File: config.mk
export PLATFORM = sky130hd
export DESIGN_NAME = tick_task_scheduler_flat
export DESIGN_NICKNAME = d
export VERILOG_FILES = /design/src/rtl/tts_pkg.sv /design/src/rtl/tts_if.sv /design/src/rtl/tick_task_scheduler.sv /design/src/flat_wrapper.sv
export SDC_FILE = /design/constraint.sdc
export NUM_CORES = 1
export LEC_CHECK = 0
export BUFFER_PORTS_ARGS = -buffer_cell sky130_fd_sc_hd__clkbuf_2
export CAP_MARGIN = 40
export CORE_MARGIN = 4
export CORE_UTILIZATION = 60
export DETAILED_ROUTE_END_ITERATION = 10
export PLACE_DENSITY = 0.85
export SETUP_SLACK_MARGIN = 0.05
export SYNTH_ARGS = -nofsm -noshare
export SYNTH_HDL_FRONTEND = slang
export SYNTH_SLANG_ARGS = --single-unit
File: constraint.sdc
create_clock -name i_clk -period 5.9 [get_ports i_clk]
set_clock_uncertainty 0.2 [all_clocks]
set_input_delay 1.18 -clock i_clk [delete_from_list [all_inputs] [get_ports i_clk]]
set_output_delay 1.18 -clock i_clk [all_outputs]
set_load 0.01 [all_outputs]
File: src/rtl/tts_pkg.sv
// tick task scheduler package: field widths, operation and kind codes,
// slot table entry type and configuration register map
// no dependencies
`default_nettype none

package tts_pkg;

    // field widths of the input and result items
    localparam int unsigned OP_W     = 3;
    localparam int unsigned TKIND_W  = 2;
    localparam int unsigned AMOUNT_W = 16;
    localparam int unsigned SIDX_W   = 3;
    localparam int unsigned EVN_W    = 5;
    localparam int unsigned RKIND_W  = 2;
    localparam int unsigned SLOT_W   = 3;
    localparam int unsigned UPTIME_W = 32;
    localparam int unsigned EVENTS   = 32;

    // operation codes
    localparam logic [OP_W-1:0] OP_REGISTER = 3'd0;
    localparam logic [OP_W-1:0] OP_DESTROY  = 3'd1;
    localparam logic [OP_W-1:0] OP_TRIGGER  = 3'd2;
    localparam logic [OP_W-1:0] OP_CLEAR    = 3'd3;
    localparam logic [OP_W-1:0] OP_TICK     = 3'd4;
    localparam logic [OP_W-1:0] OP_SCAN     = 3'd5;

    // task kind requested on register
    localparam logic [TKIND_W-1:0] TK_ALARM  = 2'd0;
    localparam logic [TKIND_W-1:0] TK_TIMER  = 2'd1;
    localparam logic [TKIND_W-1:0] TK_SIGNAL = 2'd2;

    // kind stored in a slot
    localparam logic [1:0] SK_EMPTY  = 2'd0;
    localparam logic [1:0] SK_ALARM  = 2'd1;
    localparam logic [1:0] SK_TIMER  = 2'd2;
    localparam logic [1:0] SK_SIGNAL = 2'd3;

    // result kinds and status
    localparam logic [RKIND_W-1:0] RK_ACK      = 2'd0;
    localparam logic [RKIND_W-1:0] RK_FIRED    = 2'd1;
    localparam logic [RKIND_W-1:0] RK_FINISHED = 2'd2;
    localparam logic [RKIND_W-1:0] RK_RESERVED = 2'd3;
    localparam logic               ST_OK       = 1'b0;
    localparam logic               ST_FAIL     = 1'b1;

    // configuration port: one register per 32-bit word
    localparam int unsigned APB_ADDR_W     = 3;
    localparam int unsigned APB_DATA_W     = 32;
    localparam int unsigned REG_IDX_LSB    = 2;
    localparam logic        REG_TICK_EVENT = 1'b0;

    // one slot of the task table
    typedef struct packed {
        logic [1:0]          kind;
        logic [AMOUNT_W-1:0] reload;
        logic [AMOUNT_W-1:0] countdown;
    } t_slot_entry;

endpackage

`default_nettype wire

File: src/rtl/tts_if.sv
// valid/ready channels of the tick task scheduler: input item and result item
// depends on tts_pkg
`default_nettype none

interface tts_in_if;
    logic                          valid;
    logic                          ready;
    logic [tts_pkg::OP_W-1:0]      op;
    logic [tts_pkg::TKIND_W-1:0]   task_kind;
    logic [tts_pkg::AMOUNT_W-1:0]  amount;
    logic [tts_pkg::SIDX_W-1:0]    slot_index;
    logic [tts_pkg::EVN_W-1:0]     event_number;

    modport source (output valid, op, task_kind, amount, slot_index, event_number,
                    input ready);
    modport sink   (input valid, op, task_kind, amount, slot_index, event_number,
                    output ready);
endinterface

interface tts_out_if;
    logic                          valid;
    logic                          ready;
    logic [tts_pkg::RKIND_W-1:0]   result_kind;
    logic                          status;
    logic [tts_pkg::SLOT_W-1:0]    slot;
    logic [tts_pkg::UPTIME_W-1:0]  uptime;
    logic                          last;

    modport source (output valid, result_kind, status, slot, uptime, last,
                    input ready);
    modport sink   (input valid, result_kind, status, slot, uptime, last,
                    output ready);
endinterface

`default_nettype wire

File: src/rtl/tick_task_scheduler.sv
// tick task scheduler top level: slot table memory, event mask, uptime, scan walker
// depends on tts_pkg and the channel interfaces in tts_if.sv
//
// Usage
//   i_in carries one item per valid/ready handshake: register, destroy, trigger,
//   clear, tick or scan. o_out carries result items; last marks the final result
//   of an item. The APB port writes the tick event number (register 0, byte 0).
// Timing and throughput
//   Register, destroy, trigger, clear, tick and unknown ops get a registered
//   acknowledge that shows on o_out the cycle after the item is accepted, and the
//   next item can be taken in that same cycle if the acknowledge is taken.
//   A scan walks the slot table through the single read port of the slot memory,
//   one slot per cycle while o_out is not stalled; one fired result per firing
//   slot, then one finished result. No new item is accepted until the finished
//   result is loaded.
// Stall
//   Results sit in an output register; while it is full and not taken the scan
//   holds its place and no item is accepted.
// Reset
//   Synchronous, active low: all slots empty (per-slot occupancy flops), event mask,
//   uptime and tick event number zero. No memory clearing pass is needed.
`default_nettype none

module tick_task_scheduler #(
    parameter int unsigned SLOTS = 8
) (
    input  wire logic                                i_clk,
    input  wire logic                                i_rst_n,
    tts_in_if.sink                                   i_in,
    tts_out_if.source                                o_out,
    input  wire logic                                psel,
    input  wire logic                                penable,
    input  wire logic                                pwrite,
    input  wire logic [tts_pkg::APB_ADDR_W-1:0]      paddr,
    input  wire logic [tts_pkg::APB_DATA_W-1:0]      pwdata,
    output logic      [tts_pkg::APB_DATA_W-1:0]      prdata,
    output logic                                     pready
);

    localparam int unsigned AW = (SLOTS > 1) ? $clog2(SLOTS) : 1;
    localparam int unsigned CW = $clog2(SLOTS + 1);

    typedef enum logic [1:0] {S_IDLE, S_SCAN, S_FINISH} t_state;

    // control state
    t_state                               r_state, n_state;
    logic [SLOTS-1:0]                     r_occ, n_occ;
    logic [tts_pkg::EVENTS-1:0]           r_event_mask, n_event_mask;
    logic [tts_pkg::UPTIME_W-1:0]         r_tick_count, n_tick_count;
    logic [tts_pkg::EVN_W-1:0]            r_tick_evn, n_tick_evn;
    logic                                 r_ticked, n_ticked;
    logic [CW-1:0]                        r_rd_idx, n_rd_idx;
    logic                                 r_rd_pend, n_rd_pend;
    logic [AW-1:0]                        r_ev_idx, n_ev_idx;
    logic                                 r_out_valid, n_out_valid;

    // result payload
    logic [tts_pkg::RKIND_W-1:0]          r_out_kind, n_out_kind;
    logic                                 r_out_status, n_out_status;
    logic [tts_pkg::SLOT_W-1:0]           r_out_slot, n_out_slot;
    logic                                 r_out_last, n_out_last;
    logic                                 load_out;

    // slot memory
    tts_pkg::t_slot_entry                 r_mem [SLOTS];
    tts_pkg::t_slot_entry                 r_rdata;
    logic                                 mem_we;
    logic [AW-1:0]                        mem_waddr;
    tts_pkg::t_slot_entry                 mem_wdata;
    logic                                 mem_re;
    logic [AW-1:0]                        mem_raddr;

    // handshake and helpers
    logic                                 out_free;
    logic                                 in_fire;
    logic                                 free_found;
    logic [AW-1:0]                        free_idx;
    logic                                 cfg_we;
    logic                                 ev_go;
    logic                                 rd_go;
    logic                                 rd_more;
    logic [1:0]                           ekind;
    logic [tts_pkg::AMOUNT_W-1:0]         cd_dec;
    logic                                 counting;
    logic                                 ev_fire;

    // channel handshakes
    assign out_free    = !r_out_valid || o_out.ready;
    assign i_in.ready  = (r_state == S_IDLE) && out_free;
    assign in_fire     = i_in.valid && i_in.ready;

    assign o_out.valid       = r_out_valid;
    assign o_out.result_kind = r_out_kind;
    assign o_out.status      = r_out_status;
    assign o_out.slot        = r_out_slot;
    assign o_out.uptime      = r_tick_count;
    assign o_out.last        = r_out_last;

    // configuration port
    assign pready = 1'b1;
    assign cfg_we = psel && penable && pwrite &&
                    (paddr[tts_pkg::REG_IDX_LSB] == tts_pkg::REG_TICK_EVENT);
    assign prdata = (paddr[tts_pkg::REG_IDX_LSB] == tts_pkg::REG_TICK_EVENT) ?
                    {{(tts_pkg::APB_DATA_W - tts_pkg::EVN_W){1'b0}}, r_tick_evn} :
                    '0;

    // lowest empty slot
    always_comb begin
        free_found = 1'b0;
        free_idx   = '0;
        for (int i = SLOTS - 1; i >= 0; i--) begin
            if (!r_occ[i]) begin
                free_found = 1'b1;
                free_idx   = AW'(i);
            end
        end
    end

    // scan evaluation of the slot whose data sits in the read register
    assign ekind    = r_occ[r_ev_idx] ? r_rdata.kind : tts_pkg::SK_EMPTY;
    assign cd_dec   = r_rdata.countdown - 1'b1;
    assign counting = ((ekind == tts_pkg::SK_ALARM) || (ekind == tts_pkg::SK_TIMER)) &&
                      r_ticked;
    assign ev_fire  = counting ? (cd_dec == '0) :
                      ((ekind == tts_pkg::SK_SIGNAL) &&
                       r_event_mask[r_rdata.reload[tts_pkg::EVN_W-1:0]]);

    assign ev_go   = (r_state == S_SCAN) && r_rd_pend && out_free;
    assign rd_more = r_rd_idx < CW'(SLOTS);
    assign rd_go   = (r_state == S_SCAN) && (!r_rd_pend || ev_go) && rd_more;

    assign mem_re    = rd_go;
    assign mem_raddr = r_rd_idx[AW-1:0];

    // next state
    always_comb begin
        n_state      = r_state;
        n_occ        = r_occ;
        n_event_mask = r_event_mask;
        n_tick_count = r_tick_count;
        n_tick_evn   = r_tick_evn;
        n_ticked     = r_ticked;
        n_rd_idx     = r_rd_idx;
        n_rd_pend    = r_rd_pend;
        n_ev_idx     = r_ev_idx;
        load_out     = 1'b0;
        n_out_kind   = r_out_kind;
        n_out_status = r_out_status;
        n_out_slot   = r_out_slot;
        n_out_last   = r_out_last;
        mem_we       = 1'b0;
        mem_waddr    = r_ev_idx;
        mem_wdata    = r_rdata;

        if (cfg_we) begin
            n_tick_evn = pwdata[tts_pkg::EVN_W-1:0];
        end

        unique case (r_state)
            S_IDLE: begin
                if (in_fire) begin
                    // plain acknowledge unless changed below
                    load_out     = 1'b1;
                    n_out_kind   = tts_pkg::RK_ACK;
                    n_out_status = tts_pkg::ST_OK;
                    n_out_slot   = '0;
                    n_out_last   = 1'b1;
                    case (i_in.op)
                        tts_pkg::OP_REGISTER: begin
                            if ((i_in.task_kind > tts_pkg::TK_SIGNAL) || !free_found) begin
                                n_out_status = tts_pkg::ST_FAIL;
                            end else begin
                                n_occ[free_idx]     = 1'b1;
                                mem_we              = 1'b1;
                                mem_waddr           = free_idx;
                                mem_wdata.kind      = i_in.task_kind + 2'd1;
                                mem_wdata.reload    = i_in.amount;
                                mem_wdata.countdown = i_in.amount;
                                n_out_slot          = tts_pkg::SLOT_W'(free_idx);
                            end
                        end
                        tts_pkg::OP_DESTROY: begin
                            if (32'(i_in.slot_index) < SLOTS) begin
                                n_occ[AW'(i_in.slot_index)] = 1'b0;
                            end else begin
                                n_out_status = tts_pkg::ST_FAIL;
                            end
                        end
                        tts_pkg::OP_TRIGGER: begin
                            n_event_mask[i_in.event_number] = 1'b1;
                        end
                        tts_pkg::OP_CLEAR: begin
                            n_event_mask[i_in.event_number] = 1'b0;
                        end
                        tts_pkg::OP_TICK: begin
                            n_tick_count             = r_tick_count + 1'b1;
                            n_event_mask[r_tick_evn] = 1'b1;
                        end
                        tts_pkg::OP_SCAN: begin
                            // consume the tick event and start the walk
                            load_out                 = 1'b0;
                            n_ticked                 = r_event_mask[r_tick_evn];
                            n_event_mask[r_tick_evn] = 1'b0;
                            n_rd_idx                 = '0;
                            n_rd_pend                = 1'b0;
                            n_state                  = S_SCAN;
                        end
                        default: begin
                            n_out_status = tts_pkg::ST_FAIL;
                        end
                    endcase
                end
            end
            S_SCAN: begin
                if (ev_go) begin
                    // count down and write back; reload or empty on expiry
                    if (counting) begin
                        mem_we              = 1'b1;
                        mem_wdata.countdown = (cd_dec == '0) ? r_rdata.reload : cd_dec;
                        if ((cd_dec == '0) && (ekind == tts_pkg::SK_ALARM)) begin
                            n_occ[r_ev_idx] = 1'b0;
                        end
                    end else if (ev_fire) begin
                        n_event_mask[r_rdata.reload[tts_pkg::EVN_W-1:0]] = 1'b0;
                    end
                    if (ev_fire) begin
                        load_out     = 1'b1;
                        n_out_kind   = tts_pkg::RK_FIRED;
                        n_out_status = tts_pkg::ST_OK;
                        n_out_slot   = tts_pkg::SLOT_W'(r_ev_idx);
                        n_out_last   = 1'b0;
                    end
                end
                // read side of the walk
                if (rd_go) begin
                    n_rd_pend = 1'b1;
                    n_ev_idx  = r_rd_idx[AW-1:0];
                    n_rd_idx  = r_rd_idx + 1'b1;
                end else if (ev_go) begin
                    n_rd_pend = 1'b0;
                end
                if (!rd_more && (!r_rd_pend || ev_go)) begin
                    n_state = S_FINISH;
                end
            end
            S_FINISH: begin
                if (out_free) begin
                    load_out     = 1'b1;
                    n_out_kind   = tts_pkg::RK_FINISHED;
                    n_out_status = tts_pkg::ST_OK;
                    n_out_slot   = '0;
                    n_out_last   = 1'b1;
                    n_state      = S_IDLE;
                end
            end
            default: begin
                n_state = S_IDLE;
            end
        endcase

        if (load_out) begin
            n_out_valid = 1'b1;
        end else if (o_out.ready) begin
            n_out_valid = 1'b0;
        end else begin
            n_out_valid = r_out_valid;
        end
    end

    // control state and registered outputs
    always_ff @(posedge i_clk) begin
        if (!i_rst_n) begin
            r_state      <= S_IDLE;
            r_occ        <= '0;
            r_event_mask <= '0;
            r_tick_count <= '0;
            r_tick_evn   <= '0;
            r_ticked     <= 1'b0;
            r_rd_idx     <= '0;
            r_rd_pend    <= 1'b0;
            r_ev_idx     <= '0;
            r_out_valid  <= 1'b0;
        end else begin
            r_state      <= n_state;
            r_occ        <= n_occ;
            r_event_mask <= n_event_mask;
            r_tick_count <= n_tick_count;
            r_tick_evn   <= n_tick_evn;
            r_ticked     <= n_ticked;
            r_rd_idx     <= n_rd_idx;
            r_rd_pend    <= n_rd_pend;
            r_ev_idx     <= n_ev_idx;
            r_out_valid  <= n_out_valid;
        end
    end

    // result payload
    always_ff @(posedge i_clk) begin
        if (load_out) begin
            r_out_kind   <= n_out_kind;
            r_out_status <= n_out_status;
            r_out_slot   <= n_out_slot;
            r_out_last   <= n_out_last;
        end
    end

    // slot table memory, one write and one registered read port
    always_ff @(posedge i_clk) begin
        if (mem_we) begin
            r_mem[mem_waddr] <= mem_wdata;
        end
        if (mem_re) begin
            r_rdata <= r_mem[mem_raddr];
        end
    end

endmodule

`default_nettype wire

File: src/flat_wrapper.sv
// flat-port wrapper written by rule: the top's interface ports become plain ports
module tick_task_scheduler_flat 
#(
    parameter int unsigned SLOTS = 8
)
  (i_clk, i_rst_n, psel, penable, pwrite, paddr, pwdata, prdata, pready, i_in_valid, i_in_op, i_in_task_kind, i_in_amount, i_in_slot_index, i_in_event_number, i_in_ready, o_out_valid, o_out_result_kind, o_out_status, o_out_slot, o_out_uptime, o_out_last, o_out_ready);
  tts_in_if i_in_i ();
  tts_out_if o_out_i ();
  input  wire logic i_clk;
  input  wire logic i_rst_n;
  input  wire logic psel;
  input  wire logic penable;
  input  wire logic pwrite;
  input  wire logic [tts_pkg::APB_ADDR_W-1:0] paddr;
  input  wire logic [tts_pkg::APB_DATA_W-1:0] pwdata;
  output logic      [tts_pkg::APB_DATA_W-1:0] prdata;
  output logic pready;
  input wire logic [$bits(i_in_i.valid)-1:0] i_in_valid;
  input wire logic [$bits(i_in_i.op)-1:0] i_in_op;
  input wire logic [$bits(i_in_i.task_kind)-1:0] i_in_task_kind;
  input wire logic [$bits(i_in_i.amount)-1:0] i_in_amount;
  input wire logic [$bits(i_in_i.slot_index)-1:0] i_in_slot_index;
  input wire logic [$bits(i_in_i.event_number)-1:0] i_in_event_number;
  output wire logic [$bits(i_in_i.ready)-1:0] i_in_ready;
  output wire logic [$bits(o_out_i.valid)-1:0] o_out_valid;
  output wire logic [$bits(o_out_i.result_kind)-1:0] o_out_result_kind;
  output wire logic [$bits(o_out_i.status)-1:0] o_out_status;
  output wire logic [$bits(o_out_i.slot)-1:0] o_out_slot;
  output wire logic [$bits(o_out_i.uptime)-1:0] o_out_uptime;
  output wire logic [$bits(o_out_i.last)-1:0] o_out_last;
  input wire logic [$bits(o_out_i.ready)-1:0] o_out_ready;
  assign i_in_i.valid = i_in_valid;
  assign i_in_i.op = i_in_op;
  assign i_in_i.task_kind = i_in_task_kind;
  assign i_in_i.amount = i_in_amount;
  assign i_in_i.slot_index = i_in_slot_index;
  assign i_in_i.event_number = i_in_event_number;
  assign i_in_ready = i_in_i.ready;
  assign o_out_valid = o_out_i.valid;
  assign o_out_result_kind = o_out_i.result_kind;
  assign o_out_status = o_out_i.status;
  assign o_out_slot = o_out_i.slot;
  assign o_out_uptime = o_out_i.uptime;
  assign o_out_last = o_out_i.last;
  assign o_out_i.ready = o_out_ready;
  tick_task_scheduler #(.SLOTS(SLOTS)) u_core (.i_clk(i_clk), .i_rst_n(i_rst_n), .i_in(i_in_i), .o_out(o_out_i), .psel(psel), .penable(penable), .pwrite(pwrite), .paddr(paddr), .pwdata(pwdata), .prdata(prdata), .pready(pready));
endmodule
==> results of run 1 <==
-- sequential cells by signal, summed over array words and instances, names as in the netlist, 3 cells and up --
register             flops
u_core.r_ev_idx          3
u_core.r_event_mask     32
u_core.o_out.uptime     32
u_core.r_tick_evn        5
u_core.r_occ             8
u_core.r_rd_idx          4
u_core.o_out.slot        3
u_core.r_mem           272
u_core.r_rdata          34
-- worst paths after layout --
path / startpoint / to / slack (ns) / depth (start not counted)
worst min-delay path: u_core.o_out.uptime[31] / u_core.o_out.uptime[31] / 0.27 / 2
worst min register to register: u_core.o_out.uptime[31] / u_core.o_out.uptime[31] / 0.27 / 2
worst max-delay path: u_core.r_ev_idx[1] / u_core.r_mem[7][8] / 1.55 / 9
worst max register to register: u_core.r_ev_idx[1] / u_core.r_mem[7][8] / 1.55 / 9
-- logic make-up (layout without fill, tap and decap cells) --
family / count (synthesis) / after routing
AO/OA/AOI/OAI: 288 / 288
AND/OR/NAND/NOR: 405 / 405
adder cells (fa/ha/maj): 13 / 13
flip-flops: 402 / 402
other: 2 / 28
multiplexers: 142 / 142
XOR/XNOR: 41 / 41
buffers and inverters: 127 / 215
-- per-layer routing --
metal | vias up | track usage [%] | share of wire [%] | routed length, um
met4 | 0 | 8.39 | 3.2 | 1490
met3 | 155 | 4.30 | 10 | 4660
li1 | 5682 | - | - | -
met1 | 6469 | 36.9 | 38 | 17700
met5 | - | 0 | 0 | 0
met2 | 863 | 45.0 | 49 | 22900
-- worst max-delay path, cell delays in order (launching register included) --
cell,delay [ns]
sky130_fd_sc_hd__dfxtp_1,0.62
sky130_fd_sc_hd__mux4_2,0.56
sky130_fd_sc_hd__mux2i_1,0.23
sky130_fd_sc_hd__nor2b_1,0.12
sky130_fd_sc_hd__ha_1,0.33
sky130_fd_sc_hd__nor2b_1,0.35
sky130_fd_sc_hd__and3_1,0.39
sky130_fd_sc_hd__a31oi_1,0.33
sky130_fd_sc_hd__nor3_2,0.27
sky130_fd_sc_hd__buf_4,0.55
-- power by group through the flow --
stage | logic, mW | clock network (mW) | registers, mW
finish | 0.305 | 2.54 | 3.08
CTS | 0.300 | 2.58 | 3.08
floorplan | 0.230 | 0 | 3.13
global placement | 0.267 | 0 | 3.15
detailed placement | 0.296 | 0 | 3.14
global route | 0.329 | 2.69 | 3.08
-- layout make-up --
cell class	count	area (um^2)
Timing Repair Buffer	117	713
Sequential cell	402	11200
Tap cell	396	495
Multi-Input combinational cell	917	7320
Fill cell	2059	9780
Clock buffer	56	1110
Clock inverter	18	209
Inverter	24	90.1
-- synth_stat cells, types with 22 or more instances --
master | count | area share [%]
sky130_fd_sc_hd__nand2_1 | 104 | 2.1
sky130_fd_sc_hd__o22ai_1 | 39 | 1.3
sky130_fd_sc_hd__dfxtp_1 | 89 | 9.4
sky130_fd_sc_hd__and2_1 | 32 | 1.1
sky130_fd_sc_hd__mux2i_1 | 28 | 1.5
sky130_fd_sc_hd__a211oi_1 | 22 | 0.87
sky130_fd_sc_hd__clkbuf_1 | 48 | 0.95
sky130_fd_sc_hd__mux2_2 | 35 | 2.1
sky130_fd_sc_hd__nor3_1 | 25 | 0.66
sky130_fd_sc_hd__nor2b_1 | 23 | 0.76
sky130_fd_sc_hd__inv_1 | 23 | 0.45
sky130_fd_sc_hd__edfxtp_1 | 313 | 50
sky130_fd_sc_hd__a22oi_1 | 42 | 1.7
sky130_fd_sc_hd__mux4_2 | 79 | 9.4
sky130_fd_sc_hd__buf_4 | 28 | 1.1
sky130_fd_sc_hd__o21ai_0 | 51 | 1.3
sky130_fd_sc_hd__a21oi_1 | 53 | 1.4
sky130_fd_sc_hd__nor2_1 | 52 | 1.0
sky130_fd_sc_hd__nand3_1 | 37 | 0.98
sky130_fd_sc_hd__xor2_1 | 22 | 1.0
-- per-stage QoR --
stage / hold slack (ns) / power, mW / util (%) / setup slack (ns)
after floorplan: 0.271 / 3.36 / - / 0.434
after global placement: 0.257 / 3.42 / 63.7 / 1.66
after detailed placement: 0.267 / 3.43 / 64.1 / 1.59
after CTS: 0.276 / 5.95 / 68.4 / 1.58
after global routing: 0.295 / 6.10 / 68.4 / 1.34
final: 0.270 / 5.93 / 68.4 / 1.55
==> results.txt, run 1 <==
----------------------------------------------------
[Outcome]
  Run status ... completed

[Floorplanning]
  I/O pin count ... between 100 and 150
  Number of placement rows ... between 60 and 70
  Core Area ... between 0.03 and 0.04 mm^2
  Die footprint ... 0.0345 mm^2
  Vertical die dimension ... about 190 um
  Starting density of the core ... around 60%
  Die X-Extent ... between 150 and 200 um

[Power]
  Share of power burned in combinational logic ... between 5 and 6%
  Fraction of power spent switching nets ... 21.6%
  Portion of total power attributed to sequential cells ... a little over 50%
  Power per Cell Area ... between 200 and 300 mW/mm^2
  Static leakage ... around 7.0 nW
  Worst-case vdd ir drop ... between 0.2 and 0.3 mV
  Clock power share ... 42.9%
  Net switching power ... approximately 1.3 mW
  Internal ... about 4.6 mW

[Logic synthesis]
  Largest family of logic cells by synthesized area ... multiplexers
  Adder-cell share of the synthesized area ... less than 1%
  Synth Area in XOR/XNOR ... around 1.9%
  Basic-gate share of the synthesized area counting and, or, nand and nor cells ... a little under an eighth
  Number of enable-type register cells in the synthesized netlist ... 313
  Flip-flop and latch count after synthesis ... 402
  Post-synthesis sequential area ratio ... ~59%
  Count of different cell masters after synthesis ... 77
  Synth Flop Type ... sky130_fd_sc_hd__edfxtp_1
  Mean Syn Cell Area ... about 13 um^2
  YS warnings ... 0
  Share of cell area taken by muxes after synthesis ... about 13%
  Number of standard cells after synthesis ... around 1.4k
  Share of the synthesized area in compound gates (AO/OA/AOI/OAI) ... between 10% and 20%
  Ys async rst share ... 0%
  Total standard cell area after synthesis ... approximately 0.019 mm^2

[Drt]
  Per-cell routed wire length ... ~24 um
  Detailed-route via count ... approximately 13k
  Drc violations ... 0
  DRT antenna net count ... 0
  DR pass1 iterations ... 7
  Post-detailed-routing wire length ... 46.8 mm
  Post-detailed-route via-to-cell ratio ... between 6 and 7
  Number of violations reported at the end of detailed-routing iteration 0 ... approximately 1.9k

[Global routing]
  Maximum number of pins on one net before global-route repair ... 53
  Sum of overflow across all layers after global routing ... 0
  Wire length of the first global-routing pass ... 72.5 mm
  Number of antenna violations at the first check in global routing ... 0
  GR Util All Layers ... about 27%
  Number of global-route vias before repair ... between 10k and 15k

[CTS]
  Resized cells post-CTS ... 0
  CTS buffer count ... a little over 40
  Root Driver ... sky130_fd_sc_hd__clkbuf_16
  Clock tree from TritonCTS ... yes
  Count of H-tree levels built during CTS ... 2
  CTS sink count ... 402
  Number of hold buffers added after CTS ... 0
  Clock-pin slew reported for the worst setup and hold paths after clock tree synthesis ... about 0.060 ns
  Post-CTS setup buffers ... 0
  Largest buffer count on any clock path ... 3
  Worst-Skew Late Latency ... 0.56 ns

[Placed design]
  Number of cells in the design after placement ... roughly 1.9k
  Port-buffer cells ... 87
  Placement Cell Area ... 0.0198 mm^2
  Half-perimeter wire length of the detailed placement result ... ~28 mm
  Placer congestion estimate ... between 0.9 and 1

[Final layout]
  Commonest cells after routing, fill and taps aside ... sky130_fd_sc_hd__edfxtp_1 (313), sky130_fd_sc_hd__nand2_1 (104), sky130_fd_sc_hd__clkbuf_2 (87)
  Number of standard cells in the layout, taps in and fillers out ... 1930
  Cell area after layout ... roughly 0.021 mm^2
  Commonest non-fill, non-tap cell in the layout ... sky130_fd_sc_hd__edfxtp_1
  Number of diodes ... 0
  Area Growth Syn to Fin ... 11.3%
  Fraction of final layout cells sized beyond drive strength 1 ... between 20% and 30%
  Final-stage net count ... roughly 1.6k

[Critical path]
  Crit path kind ... flip-flop to flip-flop
  Worst Path Max Fanout ... 34
  Startpoint class of the critical path ... flip-flop
  CP Capture Type ... flip-flop
  Arrival time of data at the critical path endpoint ... 4.33 ns
  Worst EP required ... roughly 5.9 ns

[STA]
  Shortest clock period the worst path allows after layout ... between 4 and 5 ns
  Final Max Tran Viols ... 0
  Unrepaired setup endpoints after global routing ... false
  Share of the clock period used by the worst path after layout ... between 70% and 80%
  Worst slew margin relative to its limit ... a little over a third
  Hold Vio Cnt, Final ... 0
  Final setup TNS ... 0 ns
  Measured slew at the worst slew-check pin ... between 0.9 and 1 ns
  Max Clk Rate ... approximately 230 MHz
  Setup violators final ... 0

[Worst hold path]
  Hold WC Path Type ... flip-flop to flip-flop

[Job]
  Number of maximum-capacitance violations ... 0

----------------------------------------------------
No activity file was read; power rests on OpenSTA's default activity.
==> run 2: changes to the inputs <==
CORE_UTILIZATION = 55   (was 60)
PLACE_DENSITY = 0.82   (was 0.85)
clock period = 3.52 ns   (was 5.9 ns; I/O delays follow)
==> run 2 against run 1 <==
Utilization fell by 4.0 points; sequential power is 68% higher; via count increased by 2.1%; power rose by 65%; die area rose by 8.7%; routed wire length rose by 3.5%; combinational power up 72%; largest cell class unchanged; highest routed layer unchanged.
==> results.txt, run 2 (synthesis results as in run 1) <==
----------------------------------------------------
[Global routing]
  Wire length of the first global-routing pass ... 73.8 mm
  GR Util All Layers ... about a quarter
  Sum of overflow across all layers after global routing ... 0
  Maximum number of pins on one net before global-route repair ... 67
  Number of global-route vias before repair ... ~13k
  Number of antenna violations at the first check in global routing ... 0

[Final layout]
  Area Growth Syn to Fin ... 14.6%
  Area used by multi-input combinational logic ... between 0.007 and 0.008 mm^2
  Registers with the highest flip-flop counts ... u_core.r_mem x272, u_core.r_rdata x34
  Commonest cells after routing, fill and taps aside ... sky130_fd_sc_hd__edfxtp_1 (313), sky130_fd_sc_hd__nand2_1 (104), sky130_fd_sc_hd__clkbuf_2 (87)
  # fillers ... 2298
  Largest reg by FF count ... u_core.r_mem
  Commonest non-fill, non-tap cell in the layout ... sky130_fd_sc_hd__edfxtp_1
  Fraction of final layout cells sized beyond drive strength 1 ... approximately 24%
  Number of diodes ... 0
  Sequential cell area in the final layout ... roughly 0.011 mm^2
  Final-stage net count ... about 1.6k
  Max reg flops ... about 270

[CTS]
  Worst-Skew Late Latency ... between 0.5 and 0.6 ns
  Root Driver ... sky130_fd_sc_hd__clkbuf_16
  Clock-pin slew reported for the worst setup and hold paths after clock tree synthesis ... 0.06 ns
  Number of hold buffers added after CTS ... 0
  Count of H-tree levels built during CTS ... 2
  CTS sink count ... ~400
  Largest buffer count on any clock path ... 3
  CTS buffer count ... 40
  Clock tree from TritonCTS ... yes

[Power]
  Fraction of power spent switching nets ... about 22%
  Share of power burned in combinational logic ... under 10%
  Net switching power ... approximately 2.1 mW
  Clock power share ... 41.8%
  Final Total Pwr ... between 9 and 10 mW
  Internal ... 7.65 mW
  Portion of total power attributed to sequential cells ... a little over half
  Power per Cell Area ... 450 mW/mm^2
  Worst-case vdd ir drop ... about 0.48 mV
  Static leakage ... 7.31 nW

[Floorplanning]
  Vertical die dimension ... around 190 um
  Die footprint ... about 0.038 mm^2
  Core Area ... between 0.03 and 0.04 mm^2
  Number of placement rows ... 67
  I/O pin count ... 145
  Starting density of the core ... between 50% and 60%
  Die X-Extent ... between 150 and 200 um

[Critical path]
  Worst EP required ... between 3 and 4 ns
  Capture point of the worst reg-to-reg path ... u_core.r_mem[6][9]
  Worst Path Max Fanout ... 5
  Register-to-Register Setup Slack ... 0.06 ns
  Crit Reg-Reg Startpoint ... u_core.r_ev_idx[1]
  FF-to-FF path depth ... 10
  CP Capture Type ... flip-flop
  Startpoint class of the critical path ... flip-flop
  Crit path kind ... flip-flop to flip-flop
  Arrival time of data at the critical path endpoint ... around 3.5 ns

[STA]
  Final setup TNS ... 0 ns
  Worst slew margin relative to its limit ... approximately two fifths
  Max Clk Rate ... roughly 290 MHz
  Shortest clock period the worst path allows after layout ... 3.46 ns
  Smallest setup slack after layout ... roughly 0.064 ns
  Final Max Tran Viols ... 0
  Setup violators final ... 0
  Unrepaired setup endpoints after global routing ... true
  Measured slew at the worst slew-check pin ... around 0.9 ns
  Hold Vio Cnt, Final ... 0
  Share of the clock period used by the worst path after layout ... between 90% and 100%

[Drt]
  Per-cell routed wire length ... ~24 um
  Detailed-route via count ... between 10k and 15k
  Post-detailed-routing wire length ... between 40 and 50 mm
  DR pass1 iterations ... 11
  Number of violations reported at the end of detailed-routing iteration 0 ... 2045
  Post-detailed-route via-to-cell ratio ... 6.65
  Drc violations ... 0
  DRT antenna net count ... 0

[Job]
  Number of maximum-capacitance violations ... 0

[Placed design]
  Placer congestion estimate ... ~0.92
  DP Worst Slack ... -0.0494 ns
  Port-buffer cells ... a little under 90
  Half-perimeter wire length of the detailed placement result ... between 20 and 30 mm

[Worst hold path]
  Hold WC Path Type ... primary input to flip-flop
  Worst min-delay path startpoint ... pwdata[4]
  Worst Hold Depth ... 3
  Hold Path Sink ... u_core.r_tick_evn[4]

[Outcome]
  Run status ... completed

----------------------------------------------------
## run 2: critical path, cell delays in order (launching register included)
cell and delay [ns]:
sky130_fd_sc_hd__dfxtp_4 0.37, sky130_fd_sc_hd__mux4_2 0.53, sky130_fd_sc_hd__mux2i_4 0.19, sky130_fd_sc_hd__nor2b_1 0.10
sky130_fd_sc_hd__ha_1 0.35, sky130_fd_sc_hd__nor2b_4 0.15, sky130_fd_sc_hd__nand4_1 0.22, sky130_fd_sc_hd__o31a_4 0.51
sky130_fd_sc_hd__nor3_4 0.20, sky130_fd_sc_hd__buf_6 0.18, sky130_fd_sc_hd__clkbuf_16 0.17
## run 2: final cells by class
cell class,instances,share of cell area [%]
clock buffers,53,4.93
clock inverters,16,0.742
repair buffers,161,5.43
well taps,448,2.58
flip-flops and latches,402,51.5
inverters,24,0.414
multi-input cells,917,34.5
## run 2: layer usage
layer	share of wire, %	track usage, %
met1	38	33.8
met2	48	39.2
met3	11	4.74
met4	3.6	8.81
met5	0	0
## run 2: stage by stage
stage | cell area, um^2 | utilization (%) | hold slack, ns | instances
2_1_floorplan | 19200 | - | 0.271 | 1446
3_3_place_gp | 20300 | 60.0 | 0.260 | 1943
3_5_place_dp | 20300 | 60.0 | 0.286 | 1943
4_1_cts | 21500 | 63.8 | 0.195 | 2012
5_1_grt | 21700 | 64.4 | 0.228 | 2021
6_report | 21700 | 64.4 | 0.211 | 2021
## run 2: timing repair
item / in CTS / in global routing
buffers inserted: 0 / 4
endpoints found under the setup margin: 31 / 290
pin swaps: 1 / 11
gates cloned: 0 / 5
gates resized for setup: 7 / 17
## run 2: power groups by stage
stage,sequential [mW],combinational (mW),clock [mW]
CTS,5.17,0.509,4.14
global route,5.17,0.560,4.35
detailed placement,5.27,0.502,0
finish,5.17,0.524,4.09
global placement,5.27,0.484,0
floorplan,5.24,0.387,0
## run 2: how the worst max path moves through the flow
stage	cells past startpoint	slack, ns	endpoint	startpoint
finish	10	0.06	u_core.r_mem[6][9]	u_core.r_ev_idx[1]
global route	10	0.007	u_core.r_mem[6][17]	u_core.r_ev_idx[1]
CTS	10	0.06	u_core.r_mem[7][16]	u_core.r_ev_idx[1]
detailed placement	11	-0.05	u_core.r_mem[2][10]	u_core.r_ev_idx[1]
global placement	11	0.10	u_core.r_mem[0][10]	u_core.r_ev_idx[1]
floorplan	9	-0.42	u_core.r_mem[6][0]	u_core.r_ev_idx[1]
